===== config.mk =====
export PLATFORM = sky130hd
export DESIGN_NAME = greedy_monospace_line_breaker
export DESIGN_NICKNAME = d
export VERILOG_FILES = /design/src/hdl/gmlb_pkg.sv /design/src/hdl/greedy_monospace_line_breaker.sv
export VERILOG_INCLUDE_DIRS = /design/src /design/src/hdl
export SDC_FILE = /design/constraint.sdc
export NUM_CORES = 1
export LEC_CHECK = 0
export BUFFER_PORTS_ARGS = -buffer_cell sky130_fd_sc_hd__buf_2
export CORE_UTILIZATION = 51
export DETAILED_ROUTE_END_ITERATION = 7
export MAX_ROUTING_LAYER = met4
export PLACE_DENSITY = 0.71
export SLEW_MARGIN = 10
export SYNTH_ARGS = -nofsm -noshare
export SYNTH_HDL_FRONTEND = slang
export SYNTH_SLANG_ARGS = --single-unit

===== constraint.sdc =====
create_clock -name i_clk -period 12.9 [get_ports i_clk]
set_input_delay 1.29 -clock i_clk [delete_from_list [all_inputs] [get_ports i_clk]]
set_output_delay 1.29 -clock i_clk [all_outputs]
set_load 0.005 [all_outputs]

===== src/hdl/assert_macros.svh =====
// Assertion macros shared by the line breaker RTL.
// Included by modules that carry concurrent checks; no other dependencies.
`ifndef ASSERT_MACROS_SVH
`define ASSERT_MACROS_SVH

// Property must hold at every rising clock edge outside reset.
`define ASSERT_CLK(lbl, prop, msg) \
    lbl: assert property (@(posedge i_clk) disable iff (!i_rst_n) prop) else $error(msg);

// Expression must never be true at a rising clock edge outside reset.
`define ASSERT_NEVER(lbl, expr, msg) \
    lbl: assert property (@(posedge i_clk) disable iff (!i_rst_n) !(expr)) else $error(msg);

`endif


===== src/hdl/gmlb_pkg.sv =====
// Package for the greedy monospace line breaker: register codes, break rules
// and the break codepoint table. No dependencies.
`default_nettype none

package gmlb_pkg;

    // Register indexes on the configuration port (word address bits).
    typedef enum logic [1:0] {
        REG_WRAP_POLICY   = 2'd0,
        REG_SIZING_MODE   = 2'd1,
        REG_CONSTRAINT_OK = 2'd2,
        REG_GLYPHS_FIT    = 2'd3
    } t_reg_idx;

    // Wrap policy codes.
    localparam logic [1:0] WRAP_NONE = 2'd0;
    localparam logic [1:0] WRAP_WORD = 2'd1;
    localparam logic [1:0] WRAP_CHAR = 2'd2;

    // Width mode codes.
    localparam logic [1:0] MODE_UNDEF = 2'd0;
    localparam logic [1:0] MODE_MIN   = 2'd3;

    // Effective break rule derived from the registers.
    typedef enum logic [1:0] {
        RULE_ONE  = 2'd0,   // whole text is one line
        RULE_WORD = 2'd1,   // greedy word wrap at the limit
        RULE_CHAR = 2'd2,   // character wrap at the limit
        RULE_BRK  = 2'd3    // line ends after every break glyph
    } t_rule;

    localparam int CP_BITS  = 21;
    localparam int FIT_BITS = 16;
    localparam int OUT_BITS = 16;
    localparam int NUM_BRK  = 14;

    typedef logic [CP_BITS-1:0] t_cp;

    localparam t_cp BRK_CODES [NUM_BRK] = '{
        21'h000020, 21'h000009, 21'h00002d, 21'h00002c, 21'h00002e,
        21'h00003b, 21'h00003a, 21'h00002f, 21'h0000b7, 21'h00200b,
        21'h003001, 21'h003002, 21'h00ff0c, 21'h00ff0e
    };

    // True when a break is allowed after this codepoint.
    function automatic logic is_brk(input t_cp cp);
        logic hit;
        hit = 1'b0;
        for (int i = 0; i < NUM_BRK; i++) begin
            hit = hit | (cp == BRK_CODES[i]);
        end
        return hit;
    endfunction

endpackage

`default_nettype wire


===== src/hdl/greedy_monospace_line_breaker.sv =====
// The transaction ending a text passes the input register, then its result is registered.
// Throughput: one glyph per cycle when not stalled; the single counter-update stage sets the rate.
// The input register stalls only when a result is due and the output register is full and not taken.
// Reset (i_rst_n low, synchronous) clears the configuration registers, the line counters
// and the valid flags.
// Depends on gmlb_pkg and assert_macros.svh.
`default_nettype none
`include "assert_macros.svh"

module greedy_monospace_line_breaker #(
    parameter int LEN_BITS = 16
) (
    input  wire logic        i_clk,
    input  wire logic        i_rst_n,
    // Configuration port
    input  wire logic        psel,
    input  wire logic        penable,
    input  wire logic        pwrite,
    input  wire logic [3:0]  paddr,
    input  wire logic [31:0] pwdata,
    output logic      [31:0] prdata,
    output logic             pready,
    // Glyph stream in
    input  wire logic        s_axis_tvalid,
    output logic             s_axis_tready,
    input  wire logic [23:0] s_axis_tdata,   // [20:0] codepoint, [23:21] zero
    input  wire logic        s_axis_tlast,   // last_glyph
    input  wire logic [0:0]  s_axis_tuser,   // [0] no_glyph
    // Report stream out
    output logic             m_axis_tvalid,
    input  wire logic        m_axis_tready,
    output logic      [31:0] m_axis_tdata    // [15:0] line_total, [31:16] longest_line
);

    localparam int CW = (LEN_BITS > gmlb_pkg::FIT_BITS) ? LEN_BITS : gmlb_pkg::FIT_BITS;
    localparam logic [LEN_BITS-1:0] CNT_MAX = {LEN_BITS{1'b1}};
    localparam logic [CW-1:0] OUT_MAX = CW'({gmlb_pkg::OUT_BITS{1'b1}});

    // Configuration registers
    logic [1:0]  r_wrap_policy;
    logic [1:0]  r_sizing_mode;
    logic        r_constraint_ok;
    logic [15:0] r_glyphs_fit;

    logic cfg_wr;
    assign pready = 1'b1;
    assign cfg_wr = psel & penable & pwrite & pready;

    always_ff @(posedge i_clk) begin
        if (!i_rst_n) begin
            r_wrap_policy   <= '0;
            r_sizing_mode   <= '0;
            r_constraint_ok <= 1'b0;
            r_glyphs_fit    <= '0;
        end else if (cfg_wr) begin
            unique case (gmlb_pkg::t_reg_idx'(paddr[3:2]))
                gmlb_pkg::REG_WRAP_POLICY:   r_wrap_policy   <= pwdata[1:0];
                gmlb_pkg::REG_SIZING_MODE:   r_sizing_mode   <= pwdata[1:0];
                gmlb_pkg::REG_CONSTRAINT_OK: r_constraint_ok <= pwdata[0];
                gmlb_pkg::REG_GLYPHS_FIT:    r_glyphs_fit    <= pwdata[15:0];
                default:                     r_glyphs_fit    <= r_glyphs_fit;
            endcase
        end
    end

    // Register read-back.
    always_comb begin
        unique case (gmlb_pkg::t_reg_idx'(paddr[3:2]))
            gmlb_pkg::REG_WRAP_POLICY:   prdata = {30'd0, r_wrap_policy};
            gmlb_pkg::REG_SIZING_MODE:   prdata = {30'd0, r_sizing_mode};
            gmlb_pkg::REG_CONSTRAINT_OK: prdata = {31'd0, r_constraint_ok};
            gmlb_pkg::REG_GLYPHS_FIT:    prdata = {16'd0, r_glyphs_fit};
            default:                     prdata = '0;
        endcase
    end

    // Input register and pipeline handshake.
    logic             r_in_valid;
    gmlb_pkg::t_cp    r_in_cp;
    logic             r_in_none;
    logic             r_in_last;
    logic             r_out_valid;
    logic [15:0]      r_out_total;
    logic [15:0]      r_out_longest;
    logic             report;
    logic             advance;

    assign report        = r_in_none | r_in_last;
    assign advance       = r_in_valid & (!report | !r_out_valid | m_axis_tready);
    assign s_axis_tready = !r_in_valid | advance;

    always_ff @(posedge i_clk) begin
        if (!i_rst_n) begin
            r_in_valid <= 1'b0;
        end else if (s_axis_tready) begin
            r_in_valid <= s_axis_tvalid;
        end
    end

    always_ff @(posedge i_clk) begin
        if (s_axis_tready && s_axis_tvalid) begin
            r_in_cp   <= s_axis_tdata[gmlb_pkg::CP_BITS-1:0];
            r_in_none <= s_axis_tuser[0];
            r_in_last <= s_axis_tlast;
        end
    end

    // Break rule and line limit from the registers.
    gmlb_pkg::t_rule rule;
    logic [15:0]     limit;

    always_comb begin
        limit = 16'd1;
        if (r_sizing_mode == gmlb_pkg::MODE_MIN) begin
            if (r_wrap_policy == gmlb_pkg::WRAP_NONE) begin
                rule = gmlb_pkg::RULE_ONE;
            end else if (r_wrap_policy == gmlb_pkg::WRAP_CHAR) begin
                rule = gmlb_pkg::RULE_CHAR;
            end else begin
                rule = gmlb_pkg::RULE_BRK;
            end
        end else if (r_sizing_mode == gmlb_pkg::MODE_UNDEF
                     || r_wrap_policy == gmlb_pkg::WRAP_NONE || !r_constraint_ok) begin
            rule = gmlb_pkg::RULE_ONE;
        end else begin
            limit = (r_glyphs_fit == 16'd0) ? 16'd1 : r_glyphs_fit;
            rule  = (r_wrap_policy == gmlb_pkg::WRAP_WORD) ? gmlb_pkg::RULE_WORD
                                                           : gmlb_pkg::RULE_CHAR;
        end
    end

    // Line state
    logic [LEN_BITS-1:0] r_cur, r_brk, r_lines, r_max;
    logic [LEN_BITS-1:0] n_cur, n_brk, n_lines, n_max;

    // Glyph step: limit break, count the glyph, then a min-content break.
    logic                brk_hit, lim_hit, word_back;
    logic [LEN_BITS-1:0] close_len, base, lines1, max1, cur2, brk2;
    logic [LEN_BITS-1:0] g_cur, g_brk, g_lines, g_max;

    always_comb begin
        brk_hit   = gmlb_pkg::is_brk(r_in_cp);
        lim_hit   = (rule == gmlb_pkg::RULE_WORD || rule == gmlb_pkg::RULE_CHAR)
                    && (CW'(r_cur) >= CW'(limit));
        word_back = (rule == gmlb_pkg::RULE_WORD) && (r_brk != '0);
        close_len = word_back ? r_brk : r_cur;
        if (lim_hit) begin
            base   = word_back ? (r_cur - r_brk) : '0;
            lines1 = (r_lines == CNT_MAX) ? r_lines : r_lines + LEN_BITS'(1);
            max1   = (close_len > r_max) ? close_len : r_max;
        end else begin
            base   = r_cur;
            lines1 = r_lines;
            max1   = r_max;
        end
        cur2 = (base == CNT_MAX) ? base : base + LEN_BITS'(1);
        brk2 = brk_hit ? cur2 : (lim_hit ? '0 : r_brk);
        if (rule == gmlb_pkg::RULE_BRK && brk_hit) begin
            g_cur   = '0;
            g_brk   = '0;
            g_lines = (lines1 == CNT_MAX) ? lines1 : lines1 + LEN_BITS'(1);
            g_max   = (cur2 > max1) ? cur2 : max1;
        end else begin
            g_cur   = cur2;
            g_brk   = brk2;
            g_lines = lines1;
            g_max   = max1;
        end
    end

    // Report from the state after the glyph (or as it stands when no glyph).
    logic [LEN_BITS-1:0] s_cur, s_lines, s_max, tot1, long1;
    logic [CW-1:0]       tot_w, long_w;

    always_comb begin
        s_cur   = r_in_none ? r_cur   : g_cur;
        s_lines = r_in_none ? r_lines : g_lines;
        s_max   = r_in_none ? r_max   : g_max;
        if (s_cur != '0) begin
            tot1  = (s_lines == CNT_MAX) ? s_lines : s_lines + LEN_BITS'(1);
            long1 = (s_cur > s_max) ? s_cur : s_max;
        end else begin
            tot1  = s_lines;
            long1 = s_max;
        end
        if (tot1 == '0) begin
            tot1 = LEN_BITS'(1);
        end
        tot_w  = CW'(tot1);
        long_w = CW'(long1);
        if (tot_w > OUT_MAX) begin
            tot_w = OUT_MAX;
        end
        if (long_w > OUT_MAX) begin
            long_w = OUT_MAX;
        end
    end

    // Next state: cleared after a report, else the glyph step.
    always_comb begin
        if (report) begin
            n_cur   = '0;
            n_brk   = '0;
            n_lines = '0;
            n_max   = '0;
        end else begin
            n_cur   = g_cur;
            n_brk   = g_brk;
            n_lines = g_lines;
            n_max   = g_max;
        end
    end

    always_ff @(posedge i_clk) begin
        if (!i_rst_n) begin
            r_cur   <= '0;
            r_brk   <= '0;
            r_lines <= '0;
            r_max   <= '0;
        end else if (advance) begin
            r_cur   <= n_cur;
            r_brk   <= n_brk;
            r_lines <= n_lines;
            r_max   <= n_max;
        end
    end

    // Result register.
    always_ff @(posedge i_clk) begin
        if (!i_rst_n) begin
            r_out_valid <= 1'b0;
        end else if (advance && report) begin
            r_out_valid <= 1'b1;
        end else if (m_axis_tready) begin
            r_out_valid <= 1'b0;
        end
    end

    always_ff @(posedge i_clk) begin
        if (advance && report) begin
            r_out_total   <= tot_w[15:0];
            r_out_longest <= long_w[15:0];
        end
    end

    assign m_axis_tvalid = r_out_valid;
    assign m_axis_tdata  = {r_out_longest, r_out_total};

    // Checks
    `ASSERT_NEVER(a_brk_le_cur, r_brk > r_cur, "break length exceeds open line length")
    `ASSERT_CLK(a_total_nonzero, r_out_valid |-> (r_out_total != 16'd0),
                "report with zero line total")
    `ASSERT_CLK(a_stall_cause, (r_in_valid && !advance) |-> (r_out_valid && !m_axis_tready),
                "input stage stalled without a full output register")
    `ASSERT_CLK(a_clear_after_report, (advance && report) |=> (r_cur == '0 && r_lines == '0),
                "line state not cleared after a report")

endmodule

`default_nettype wire


Word level (Yosys, flattened, before mapping)
Cells that the tools add are included.
{ "word_totals": {"ff_bits": 142, "inputBits": 69, "out_inout_bits": 67, "elab_cells": 138} }
{ "classes": {"add_sub_neg": 5, "n_lt_le_gt_ge": 6, "n_eq_ne": 27, "n_mux": 39, "n_bitwise": 20, "reduce_logical": 26} }
{ "ops": {"columns": ["cell", "n"], "rows": [
  ["two-way mux 16 bit", 31],
  ["equality test 21 x 6 -> 1 bit, second input constant", 7],
  ["one-hot mux 32 bit (4 select lines)", 1],
  ["adder 16 x 1 -> 16 bit, second input constant", 4],
  ["equality test 16 bit, second input constant", 4],
  ["equality test 21 x 14 -> 1 bit, second input constant", 3],
  ["greater-than comparator 16 bit", 3],
  ["equality test 21 x 16 -> 1 bit, second input constant", 2],
  ["greater-than comparator 16 bit, second input constant", 2],
  ["logical NOT 16 bit", 2],
  ["nonzero test 16 bit", 2],
  ["equality test 21 x 4 -> 1 bit, second input constant", 1],
  ["equality test 21 x 8 -> 1 bit, second input constant", 1],
  ["bitwise OR 1 bit", 17],
  ["greater-or-equal comparator 16 bit", 1],
  ["subtractor 16 bit", 1],
  ["equality test 2 bit, second input constant", 6],
  ["AND reduction 2 bit", 5],
  ["two-way mux 2 bit", 4],
  ["equality test 2 x 1 -> 1 bit, second input constant", 3],
  ["logical NOT 2 bit", 3],
  ["logical AND 1 bit", 5],
  ["logical NOT 1 bit", 4],
  ["nonzero test 4 bit", 1],
  ["4 further kinds", 10]
]} }

Depth between registers and ports, before layout
Gate-level depths: netlist of the first run.
{ "depth": {"ltp_word": 23, "mapped_depth": 56, "ltp_nobuf": 50} }

Worst setup path before layout of the first run
Ideal clock, no wire load.
{ "synth_timing": {"path_kind": "reg2reg", "startpoint": "register r_sizing_mode[1]", "endpoint": "register r_out_longest[15], data pin", "setup_ns": 0.266, "arrival_time_ns": 9.577, "required_time_ns": 12.634, "setup_slack_ns": 3.057, "stages_incl_launch_ff": 54, "path_buffers": 6, "synth_period_minus_slack_ns": 9.843, "path_cell_list": "dfxtp_1 > o22ai_1 > nor2_1 > and2_0 > clkbuf_1 > nand2_1 > ha_1 > a21oi_1 > nor3_1 > nor4_4 > a21o_1 > buf_2 > buf_2 > buf_1 > nand2_1 > o21ai_0 > ha_1 > nand3_1 > [... 18 more ...] > a21oi_1 > clkbuf_1 > o21ai_0 > mux2i_1 > ha_1 > nor2b_1 > o21a_1 > o21ai_0 > nand2b_1 > a21oi_1 > o21ai_0 > a221o_1 > a21o_1 > a21oi_1 > a211oi_1 > clkbuf_1 > nand2_1 > o21ai_0"} }
{ "synth_via": {"elab_chain_cells": 19, "elab_cells_between_ends": 36, "classes_between": "1 x add/sub; 5 x order compare; 5 x eq/ne; 17 x mux; 8 x reduce/logical"} }
{ "synth_rtl": {"columns": ["element", "line_no", "text"], "rows": [
  ["from (decl)", "greedy_monospace_line_breaker.sv:41", "logic [1:0] r_sizing_mode;"],
  ["from (signal assigned)", "greedy_monospace_line_breaker.sv:58", "gmlb_pkg::REG_SIZING_MODE: r_sizing_mode <= pwdata[1:0];"],
  ["branches (longest 17 deep; another with greater-or-equal comparator 16 bit)", null, null],
  ["two-way mux 16 bit (*)", "greedy_monospace_line_breaker.sv:179", "if (s_cur != '0) begin"],
  ["via long1[15]", "greedy_monospace_line_breaker.sv:172", "logic [LEN_BITS-1:0] s_cur, s_lines, s_max, tot1, long1;"],
  ["greater-than comparator 16 bit", "greedy_monospace_line_breaker.sv:194", "if (long_w > OUT_MAX) begin"],
  ["to (signal assigned)", "greedy_monospace_line_breaker.sv:242", "r_out_longest <= long_w[15:0];"],
  ["to (decl)", "greedy_monospace_line_breaker.sv:84", "logic [15:0] r_out_longest;"]
]} }
Mark *: on every way through the listed nets, which the timed path passes.
A chain may end at the register's enable or synchronous reset.

Worst setup path in the final report of the first run
{ "layout_timing": {"startpoint": "register r_sizing_mode[0]", "endpoint": "register r_out_longest[15], data pin"} }
The elaborated chain is that of the path after synthesis.

==> results.md, run 1 <==
* Most used cell, CP: o21a_1
* CTS tree: done
* Most frequent cells after synthesis: 177 x nand2_1, 87 x dfxtp_1, 85 x ha_1
* Routed via count at about 11000
* Crit Path Max Fanout at 32
* RSZ-0062 raised after global routing: false
* Switching Share at ~25%
* Core Util, Final at just under 60%
* Post-Route M1 WL at 16280 um
* Vias in the first global route at roughly 10000
* DR top layer: met4
* Core Box Area at about 24000 um2
* Final setup TNS at 0 ps
* Fraction of layout cells with a size suffix above 1 at 14.81%
* # resized after CTS at 0
* Yosys warns at 0
* Clk_skew at around 15 ps
* Startpoint Class: flip-flop
* Pwr Density at between 70 and 80 nW/um2
* Distinct cells, synth at about 110
* Starting density of the core at 52.38%
* Largest net degree at the start of global routing at just under 90
* Gr ovfl total at 0
* Multi-input gate area at 8381 um2
* Number of synthesized register bits at between 100 and 150
* GP Congestion at just under 1
* Leakage at approximately 5.1 nW
* WP data arrival at between 10000 and 15000 ps
* Final setup viols at 0
* Die area at between 20000 and 25000 um2
* CTS max path bufs at 2
* Slew of the pin with the lowest slew margin at between 1000 and 1500 ps
* Overall die width at 157.7 um
* CTS Buf Count at 17
* Seq. cell area at between 3000 and 4000 um2
* Clk_lat worst skew at ~430 ps
* Fmax at approximately 0.09 GHz
* CP peak stage delay at 560 ps
* Setup CP Type: flip-flop to flip-flop
* DR vias/cell at between 6 and 7
* # DRC at 0
* Dpl hpwl at between 20000 and 30000 um
* Slowest-stage cell, CP: or4_1
* Synth async-reset ratio at 0%
* EDFF count, synth at 55
* Average cell area after synthesis at 8.385 um2
* Initial drt markers at between 800 and 900
* Hold_buf cts at 0
* Slew Limit Fails at 0
* Clock power frac at between 50% and 60%
* CTS Sinks at about 140
* Reg clk slew, reported paths at approximately 70 ps
* H-tree depth at 4
* Cell taking the most area after synthesis: dfxtp_1
* Final hold vios at 0
* Layout net count at approximately 1700
* Metal2 WL at approximately 15000 um
* Cell Rows at 56
* Count leader, synth: nand2_1
* CP Data Required Time at ~13000 ps
* Syn Inst Count at about 1500
* Max cap viols at 0
* Synth top area cells: dfxtp_1 14%, edfxtp_1 13%, ha_1 8.6%
* Sequential Power Share at a little over two fifths
* Per-cell routed wire length at roughly 18 um
* Net Sw Power at 0.2774 mW
* Worst Setup End Kind: flip-flop
* Fin crit period at ~11000 ps
* First-pass GRT wire length at approximately 56000 um
* WL final at about 34000 um
* Post-synthesis instance area at roughly 12000 um2
* Max-slew headroom at between 10% and 20%
* Hold Crit Class: flip-flop to flip-flop
* Layout area overhead at 10.31%
* Post-Place Cell Area at ~13000 um2
* CTS root buf: clkbuf_16
* Largest vdd supply drop at approximately 0.076 mV
* Global Route Usage Sum at approximately 29%
* Share of the synthesized area in the top cell type at between 10% and 20%
* WL met3 at ~2100 um
* Post-route cell area at 13640 um2
* Pre-Repair DR Iteration Count at 5
* Die height at between 150 and 200 um
* Fill cell count at roughly 2100
* Number of port buffers at 97
* Internal power at roughly 0.81 mW
* Final ANT Viol Nets at 0
* Status: finished, final reports clean
* Period Utilization, post-route at 85.86%
* Synth Flop Type: dfxtp_1
* Seq/Total Area, Yosys at a little over a quarter
* Initial antenna violation count at 1
* Setup Buffers After CTS at 0
* Combinational power share at 5.7%
* Io pins at about 140
flip-flops by register name, indices dropped and copies added, names as in the netlist, 2 cells and up:
name	cells
r_max	16
r_sizing_mode	2
r_out_longest	16
r_out_total	16
r_brk	16
r_wrap_policy	2
r_glyphs_fit	16
r_in_cp	21
r_lines	16
r_cur	16
per-stage QoR:
| step | setup WS (ps) | instances | hold slack [ps] | total power [mW] |
|---|---|---|---|---|
| after CTS | 1885 | 1858 | 501.6 | 1.097 |
| after floorplan | 3057 | 1490 | 461.5 | 0.5309 |
| after global routing | 1082 | 1859 | 526.6 | 1.121 |
| after global placement | 2120 | 1826 | 485.6 | 0.5481 |
| final | 1824 | 1861 | 504.2 | 1.090 |
| after detailed placement | 1900 | 1826 | 491.8 | 0.5494 |
per-layer routing:
layer  vias up  GRT usage [%]
met5         -              -
met4         0          8.692
met3        40          3.969
met2       386          45.04
met1      5336          39.82
li1       5570              -
path summary, 6_finish.rpt:
check / from / endpoint / slack [ps] / cells past startpoint
worst max-delay path: r_sizing_mode[0]$_SDFFE_PN0P_ / r_out_longest[15]$_DFFE_PP_ / 1820 / 50
worst min-delay path: r_glyphs_fit[0]$_SDFFE_PN0P_ / r_glyphs_fit[0]$_SDFFE_PN0P_ / 500 / 2
worst max register to register: r_sizing_mode[0]$_SDFFE_PN0P_ / r_out_longest[15]$_DFFE_PP_ / 1820 / 50
worst min register to register: r_glyphs_fit[0]$_SDFFE_PN0P_ / r_glyphs_fit[0]$_SDFFE_PN0P_ / 500 / 2
kinds of logic after synthesis:
| family | Yosys count | share of synthesized area, % |
|---|---|---|
| simple gates | 577 | 25.32 |
| compound gates | 388 | 22.84 |
| buf+inv | 154 | 5.493 |
| flops | 142 | 27.44 |
| fa+ha+maj | 86 | 8.761 |
| mux | 77 | 6.555 |
| xor+xnor | 49 | 3.531 |
| other cells | 2 | 0.06072 |
cells in the final DEF, fill, tap and decap left out, types with 33 or more instances in the layout:
cell type,n
nand2_1,177
buf_2,97
dfxtp_1,87
ha_1,85
nor2b_1,75
o21ai_0,66
nor2_1,62
a21oi_1,61
a22oi_1,59
inv_1,55
edfxtp_1,55
mux2i_1,54
nand3_1,34
xnor2_1,33
area by class of cell:
type | count | share of cell area (%)
clock buffer | 17 | 3.118
timing repair buffer | 113 | 4.439
multi-input combinational | 1194 | 61.43
sequential | 142 | 24.87
inverter | 58 | 1.596
clock inverter | 15 | 1.568
antenna | 3 | 0.05503
tap | 319 | 2.926
power groups by stage:
stage	registers, mW	logic (mW)	clock network, mW
finish	0.478	0.0619	0.550
global route	0.479	0.0682	0.574
CTS	0.478	0.0615	0.557
detailed placement	0.488	0.0613	0
global placement	0.488	0.0603	0
floorplan	0.487	0.0438	0
critical path: cells and delay by family (launching register included):
family          cells  cell delay, ps
simple gates       17            3740
mux                 1             160
compound gates     23            4360
flops               1             360
buf+inv             5             970
fa+ha+maj           4            1190
Note: power is estimated with default switching activity, not from simulation.
==> run 2: changes to the inputs <==
--- a/config.mk
+++ b/config.mk
@@ -6,6 +6,7 @@
 export SDC_FILE = /design/constraint.sdc
 export NUM_CORES = 1
 export LEC_CHECK = 0
+export ABC_AREA = 1
 export BUFFER_PORTS_ARGS = -buffer_cell sky130_fd_sc_hd__buf_2
 export CORE_UTILIZATION = 51
 export DETAILED_ROUTE_END_ITERATION = 7
==> results.md, run 2 <==
* Average cell area after synthesis at 6.134 um2 (-27%)
* Most used cell, CP: nand2_1
* Io pins at 136 (unchanged)
* Syn Inst Count at 2121 (+44%)
* RSZ-0062 raised after global routing: false
* Cell taking the most area after synthesis: nand2_1
* Max-slew headroom at 33.64% (+14 points)
* Net Sw Power at 0.2827 mW (+1.9%)
* Final setup viols at 0 (unchanged)
* Synth Area in XOR/XNOR at 0.9328% (-2.6 points)
* Share of the synthesized area in the top cell type at 19.70% (+5.6 points)
* CTS max path bufs at 2 (unchanged)
* Slowest-stage cell, CP: nand3_1
* Setup Buffers After CTS at 0 (unchanged)
* CTS Buf Count at 17 (unchanged)
* Seq. cell area at 3393 um2 (unchanged)
* CTS Sinks at 142 (unchanged)
* Status: finished, final reports clean
* Final setup TNS at 0 ps (unchanged)
* Crit Path Max Fanout at 38 (+19%)
* Starting density of the core at 51.82% (-0.56 points)
* Worst reg2reg setup slack at 3450 ps (+1630 ps)
* Setup CP Type: flip-flop to flip-flop
* Antenna diodes at 0 (-3)
* EDFF count, synth at 55 (unchanged)
* Dpl hpwl at 28400 um (+12%)
* Clock power frac at 46.5% (-4.0 points)
* Pre-Repair DR Iteration Count at 7 (+2)
* Die height at 161.7 um (+2.5%)
* Reg clk slew, reported paths at 60 ps (about the same)
* Fill cell count at 2566 (+20%)
* GP Congestion at 0.9670 (+0.46%)
* CTS root buf: clkbuf_16
* Routed via count at 13590 (+20%)
* Synth Area in Compound Gates at 11.80% (-11 points)
* Final ANT Viol Nets at 0 (unchanged)
* Initial antenna violation count at 0 (-1)
* Number of port buffers at 97 (unchanged)
* Combinational power share at 8.8% (+3.1 points)
* Vias in the first global route at 11800 (+12%)
* Synth top area cells: nand2_1 20%, dfxtp_1 13%, edfxtp_1 13%
* Seq/Total Area, Yosys at 26.08% (-1.4 points)
* Per-cell routed wire length at 14.67 um (-20%)
* Hold Crit Class: flip-flop to flip-flop
* Final hold vios at 0 (unchanged)
* Hold_buf cts at 0 (unchanged)
* Most frequent cells in the layout: 683 x nand2_1, 250 x inv_1, 206 x nor2_1, 176 x nand3_1, 114 x a21oi_1
* Hold Path Sink: r_brk[6]$_SDFFE_PN0P_
* FF-to-FF Start: r_wrap_policy[1]$_SDFFE_PN0P_
* Max FFs per register at 21 (unchanged)
* Period Utilization, post-route at 73.23% (-13 points)
* Startpoint Class: flip-flop
* Synth Area in Simple Gates at 41.36% (+16 points)
* Internal power at 0.7983 mW (-1.7%)
* Post-synthesis instance area at 13010 um2 (+5.2%)
* WP data arrival at 9610 ps (-1630 ps)
* Multi-input gate area at 8209 um2 (-2.0%)
* Max cap viols at 0 (unchanged)
* Fin crit period at 9447 ps (-1629 ps)
* CP Data Required Time at 13060 ps (about the same)
* First-pass GRT wire length at 59370 um (+6.8%)
* Fraction of layout cells with a size suffix above 1 at 10.05% (-4.8 points)
* WL final at 36950 um (+8.1%)
* Layout net count at 2331 (+39%)
* Leakage at 6.839 nW (+33%)
* Switching Share at 26.15% (+0.71 points)
* Hold Startpoint: r_brk[6]$_SDFFE_PN0P_
* Fmax at 0.1059 GHz (+17%)
* Hold Path Depth at 2 (unchanged)
* Reg2reg end: r_out_longest[3]$_DFFE_PP_
* # DRC at 0 (unchanged)
* Synth async-reset ratio at 0% (unchanged)
* Largest family of logic cells by synthesized area: simple AND/OR/NAND/NOR gates
* Overall die width at 161.7 um (+2.5%)
* Slew of the pin with the lowest slew margin at 989.3 ps (-211.7 ps)
* H-tree depth at 4 (unchanged)
* Synth Flop Type: dfxtp_1
* Reg with most FFs: r_in_cp
* Core Util, Final at 56.46% (-1.3 points)
* CP peak stage delay at 670 ps (+110 ps)
* # resized after CTS at 0 (unchanged)
* Most frequent cells after synthesis: 683 x nand2_1, 251 x inv_1, 207 x nor2_1
* Largest net degree at the start of global routing at 57 (-35%)
* Initial drt markers at 1175 (+40%)
* DR vias/cell at 5.394 (-11%)
* Layout area overhead at 8.962%
* Synth Area in Adders at 8.328% (-0.43 points)
* Count leader, synth: nand2_1
* Global Route Usage Sum at 29.35% (+0.074 points)
* Mux contribution to synthesized area at 0.07693% (-6.5 points)
* Slew Limit Fails at 0 (unchanged)
* Worst Setup End Kind: flip-flop
* Most common cell after layout, fill and taps aside: nand2_1
* Core Box Area at 25110 um2 (+6.3%)
* Number of synthesized register bits at 142 (unchanged)
* Largest vdd supply drop at 0.07158 mV (-5.4%)
* Clk_lat worst skew at 440 ps (about the same)
* Yosys warns at 0 (unchanged)
* R2R cell count at 43 (-14%)
* Die area at 26160 um2 (+5.1%)
* Cell Rows at 58 (+3.6%)
* Clk_skew at 15.07 ps (-0.3292 ps)
* CTS tree: done
* Pwr Density at 76.25 nW/um2 (-4.5%)
* Distinct cells, synth at 49 (-54%)
* Gr ovfl total at 0 (unchanged)
* Sequential Power Share at 44.8% (+0.9 points)
==> run 2: how the worst max path moves through the flow <==
stage / from / to / slack (ps) / depth (start not counted)
after floorplan: r_wrap_policy[1]$_SDFFE_PN0P_ / r_out_longest[5]$_DFFE_PP_ / 5800 / 54
after global placement: r_wrap_policy[1]$_SDFFE_PN0P_ / r_out_longest[1]$_DFFE_PP_ / 3290 / 43
after detailed placement: r_wrap_policy[1]$_SDFFE_PN0P_ / r_out_longest[3]$_DFFE_PP_ / 3120 / 43
after CTS: r_wrap_policy[1]$_SDFFE_PN0P_ / r_out_longest[3]$_DFFE_PP_ / 3070 / 43
after global routing: r_wrap_policy[1]$_SDFFE_PN0P_ / r_out_longest[5]$_DFFE_PP_ / 2520 / 47
final: r_wrap_policy[1]$_SDFFE_PN0P_ / r_out_longest[3]$_DFFE_PP_ / 3450 / 43
==> run 2: logic make-up after synthesis <==
| kind of cell | Yosys count |
|---|---|
| muxes | 1 |
| adders and majority gates | 86 |
| other | 2 |
| DFF | 142 |
| buffers and inverters | 357 |
| and+or+nand+nor | 1237 |
| xor gates and xnor gates | 13 |
| AOI/OAI and AO/OA | 283 |
==> run 2: per-stage QoR <==
| step | instance area [um2] | power, mW | setup WS [ps] | std cells | hold slack, ps |
|---|---|---|---|---|---|
| 2_1_floorplan | 13070 | 0.5603 | 5795 | 2136 | 445.3 |
| 3_3_place_gp | 13590 | 0.5858 | 3288 | 2487 | 451.6 |
| 3_5_place_dp | 13590 | 0.5877 | 3122 | 2487 | 455.6 |
| 4_1_cts | 14170 | 1.088 | 3067 | 2519 | 465.3 |
| 5_1_grt | 14180 | 1.120 | 2516 | 2519 | 483.3 |
| 6_report | 14180 | 1.081 | 3453 | 2519 | 466.4 |
==> run 2: power by group through the flow <==
| stage | Combinational [mW] | Clock (mW) | Sequential, mW |
|---|---|---|---|
| 6_report | 0.0947 | 0.503 | 0.484 |
| 5_1_grt | 0.107 | 0.529 | 0.485 |
| 4_1_cts | 0.0944 | 0.509 | 0.484 |
| 3_5_place_dp | 0.0941 | 0 | 0.494 |
| 3_3_place_gp | 0.0924 | 0 | 0.493 |
| 2_1_floorplan | 0.0668 | 0 | 0.493 |
==> run 2: metal layers <==
layer | routed length (um) | GRT usage (%)
met1 | 17250 | 40.32
met3 | 2769 | 2.835
met2 | 16210 | 45.71
met4 | 714 | 8.705
met5 | 0 | -
==> run 2: area by class of cell <==
class / count / share of cell area (%)
multi-input combinational: 1637 / 57.90
sequential: 142 / 23.93
inverter: 271 / 7.175
timing repair buffer: 107 / 3.954
clock buffer: 20 / 3.151
tap: 330 / 2.912
clock inverter: 12 / 0.9708
==> run 2: worst max-delay path, delay by kind of cell (launching register included) <==
kind | cells | cell delay, ps
buf+inv | 5 | 880
simple gates | 23 | 4540
compound gates | 11 | 2090
flops | 1 | 380
fa+ha+maj | 4 | 1220
==> run 3: changes to the inputs <==
--- a/config.mk
+++ b/config.mk
@@ -11,7 +11,7 @@
 export CORE_UTILIZATION = 51
 export DETAILED_ROUTE_END_ITERATION = 7
 export MAX_ROUTING_LAYER = met4
-export PLACE_DENSITY = 0.71
+export PLACE_DENSITY = 0.73
 export SLEW_MARGIN = 10
 export SYNTH_ARGS = -nofsm -noshare
 export SYNTH_HDL_FRONTEND = slang
==> constraint.sdc (replaced) <==
create_clock -name i_clk -period 7.85 [get_ports i_clk]
set_input_delay 0.785 -clock i_clk [delete_from_list [all_inputs] [get_ports i_clk]]
set_output_delay 0.785 -clock i_clk [all_outputs]
set_load 0.005 [all_outputs]
==> results.md, run 3 (synthesized netlist as in run 2, its figures left out) <==
* Fin crit period at 7272 ps (-2175 ps)
* Reg clk slew, reported paths at 70 ps (about the same)
* Fraction of layout cells with a size suffix above 1 at 10.76% (+0.71 points)
* Worst hold slack at 465.8 ps (-0.6060 ps)
* CTS Buf Count at 17 (unchanged)
* Hold_buf cts at 0 (unchanged)
* Cell Rows at 58 (unchanged)
* CP Data Required Time at 8020 ps (-5040 ps)
* Core Box Area at 25110 um2 (unchanged)
* Layout net count at 2345 (+0.60%)
* Largest net degree at the start of global routing at 56 (-1.8%)
* Crit-path leading delay family: simple AND/OR/NAND/NOR gates
* Routed via count at 13800 (+1.6%)
* Initial drt markers at 1070 (-8.9%)
* Die area at 26160 um2 (unchanged)
* Max cap viols at 0 (unchanged)
* Slew Limit Fails at 0 (unchanged)
* Starting density of the core at 51.82% (unchanged)
* Leakage at 6.976 nW (+2.0%)
* Largest vdd supply drop at 0.1283 mV (+79%)
* Buffers plus inverters on the worst setup path at 8 (+3)
* Crit Path Max Fanout at 30 (-21%)
* CTS max path bufs at 2 (unchanged)
* DR vias/cell at 5.449 (+1.0%)
* Reg with most FFs: r_in_cp
* Worst slack, placed at 195.3 ps (-2926 ps)
* Setup CP Type: flip-flop to flip-flop
* Slowest-stage cell, CP: dfxtp_1
* Most common cell after layout, fill and taps aside: nand2_1
* Clk_lat worst skew at 430 ps (about the same)
* First-pass GRT wire length at 60750 um (+2.3%)
* Final setup TNS at 0 ps (unchanged)
* Max FFs per register at 21 (unchanged)
* Per-cell routed wire length at 15.26 um (+4.1%)
* Gr ovfl total at 0 (unchanged)
* Initial antenna violation count at 0 (unchanged)
* Number of port buffers at 97 (unchanged)
* WP data arrival at 7440 ps (-2170 ps)
* Overall die width at 161.7 um (unchanged)
* Fmax at 0.1375 GHz (+30%)
* Most frequent cells in the layout: 683 x nand2_1, 249 x inv_1, 205 x nor2_1, 176 x nand3_1, 114 x a21oi_1
* Clock power frac at 48.6% (+2.1 points)
* Die height at 161.7 um (unchanged)
* Post-Place Cell Area at 13670 um2 (+0.64%)
* Io pins at 136 (unchanged)
* Fill cell count at 2536 (-1.2%)
* GP Congestion at 0.9343 (-3.4%)
* Final setup margin at 577.7 ps (-2875 ps)
* Layout area overhead at 10.88%
* Slew of the pin with the lowest slew margin at 1009 ps (+19.89 ps)
* Pwr Total at 1.870 mW (+73%)
* Vias in the first global route at 12230 (+3.6%)
* Switching Share at 25.14% (-1.0 points)
* Sequential Power Share at 42.5% (-2.3 points)
* H-tree depth at 4 (unchanged)
* Final setup viols at 0 (unchanged)
* Max-slew headroom at 32.30% (-1.3 points)
* Startpoint Class: flip-flop
* Pwr Density at 129.6 nW/um2 (+70%)
* CTS tree: done
* Net Sw Power at 0.4702 mW (+66%)
* Hold Crit Class: flip-flop to flip-flop
* Most used cell, CP: nand2_1
* Clk_skew at 14.37 ps (-0.6928 ps)
* CP peak stage delay at 380 ps (-290 ps)
* # DRC at 0 (unchanged)
* Worst Setup End Kind: flip-flop
* WL final at 38660 um (+4.6%)
* Final hold vios at 0 (unchanged)
* Final ANT Viol Nets at 0 (unchanged)
* Period Utilization, post-route at 92.64% (+19 points)
* CTS Sinks at 142 (unchanged)
* Pre-Repair DR Iteration Count at 6 (-1)
* Internal power at 1.400 mW (+75%)
* Global Route Usage Sum at 30.07% (+0.72 points)
* CTS root buf: clkbuf_16
* Combinational power share at 8.9% (about the same)
* Post-route cell area at 14430 um2 (+1.8%)
* Antenna diodes at 0 (unchanged)
* Dpl hpwl at 28950 um (+2.0%)
* Status: finished, final reports clean
==> run 3: changes by cell type in the layout (fill, tap and decap cells not counted), sizes merged <==
| cell | change |
|---|---|
| clkbuf | +5 |
| inv | -3 |
| clkinvlp | -1 |
| bufinv | +1 |
| buf | +12 |
==> run 3: power by group through the flow <==
| stage | registers, mW | logic [mW] | clock network (mW) |
|---|---|---|---|
| 6_report | 0.795 | 0.167 | 0.908 |
| 5_1_grt | 0.797 | 0.185 | 0.938 |
| 4_1_cts | 0.795 | 0.158 | 0.914 |
| 3_5_place_dp | 0.811 | 0.158 | 0 |
| 3_3_place_gp | 0.811 | 0.155 | 0 |
| 2_1_floorplan | 0.811 | 0.110 | 0 |
==> run 3: final cells by class <==
type	instances	area (um2)	share of cell area [%]
Clock buffer	24	524.3	3.634
Tap cell	330	412.9	2.862
Timing Repair Buffer	120	693.2	4.805
Sequential cell	142	3393	23.52
Timing Repair inverter	1	11.26	0.07806
Inverter	271	1030	7.138
Multi-Input combinational cell	1637	8237	57.09
Clock inverter	8	125.1	0.8673
==> run 3: worst register-to-register path, delay by kind of cell, from the launching register on <==
family                   cells  cell delay, ps
flip-flops                   1             380
adder cells (fa/ha/maj)      4            1120
buffers and inverters        8             940
AND/OR/NAND/NOR             23            2570
AO/OA/AOI/OAI               13            2000
==> run 3: metrics by stage <==
stage	std cells	utilization, %
6_report	2533	57.45
3_3_place_gp	2497	54.45
4_1_cts	2529	57.04
5_1_grt	2533	57.45
2_1_floorplan	2136	-
3_5_place_dp	2497	54.45
==> run 3: final timing paths <==
path,cells past startpoint,to,startpoint,slack [ps]
max,48,r_out_longest[6]$_DFFE_PP_,r_wrap_policy[1]$_SDFFE_PN0P_,580
min,2,r_brk[7]$_SDFFE_PN0P_,r_brk[7]$_SDFFE_PN0P_,470
max reg2reg,48,r_out_longest[6]$_DFFE_PP_,r_wrap_policy[1]$_SDFFE_PN0P_,580
min reg2reg,2,r_brk[7]$_SDFFE_PN0P_,r_brk[7]$_SDFFE_PN0P_,470
==> run 3: timing repair <==
| item | CTS | global route |
|---|---|---|
| hold endpoints to repair | 0 | 0 |
| gates resized for setup | 0 | 20 |
| setup endpoints to repair | 0 | 16 |
| buffers inserted | 0 | 1 |
==> run 3: metal layers <==
layer  global-route usage (%)  part of all wire (%)  vias to the layer above
li1                         -                     -                     7028
met1                    40.05                    46                     6228
met2                    48.88                    46                      512
met3                    3.218                   6.9                       34
met4                    7.290                   1.2                        0
met5                        -                     0                        -
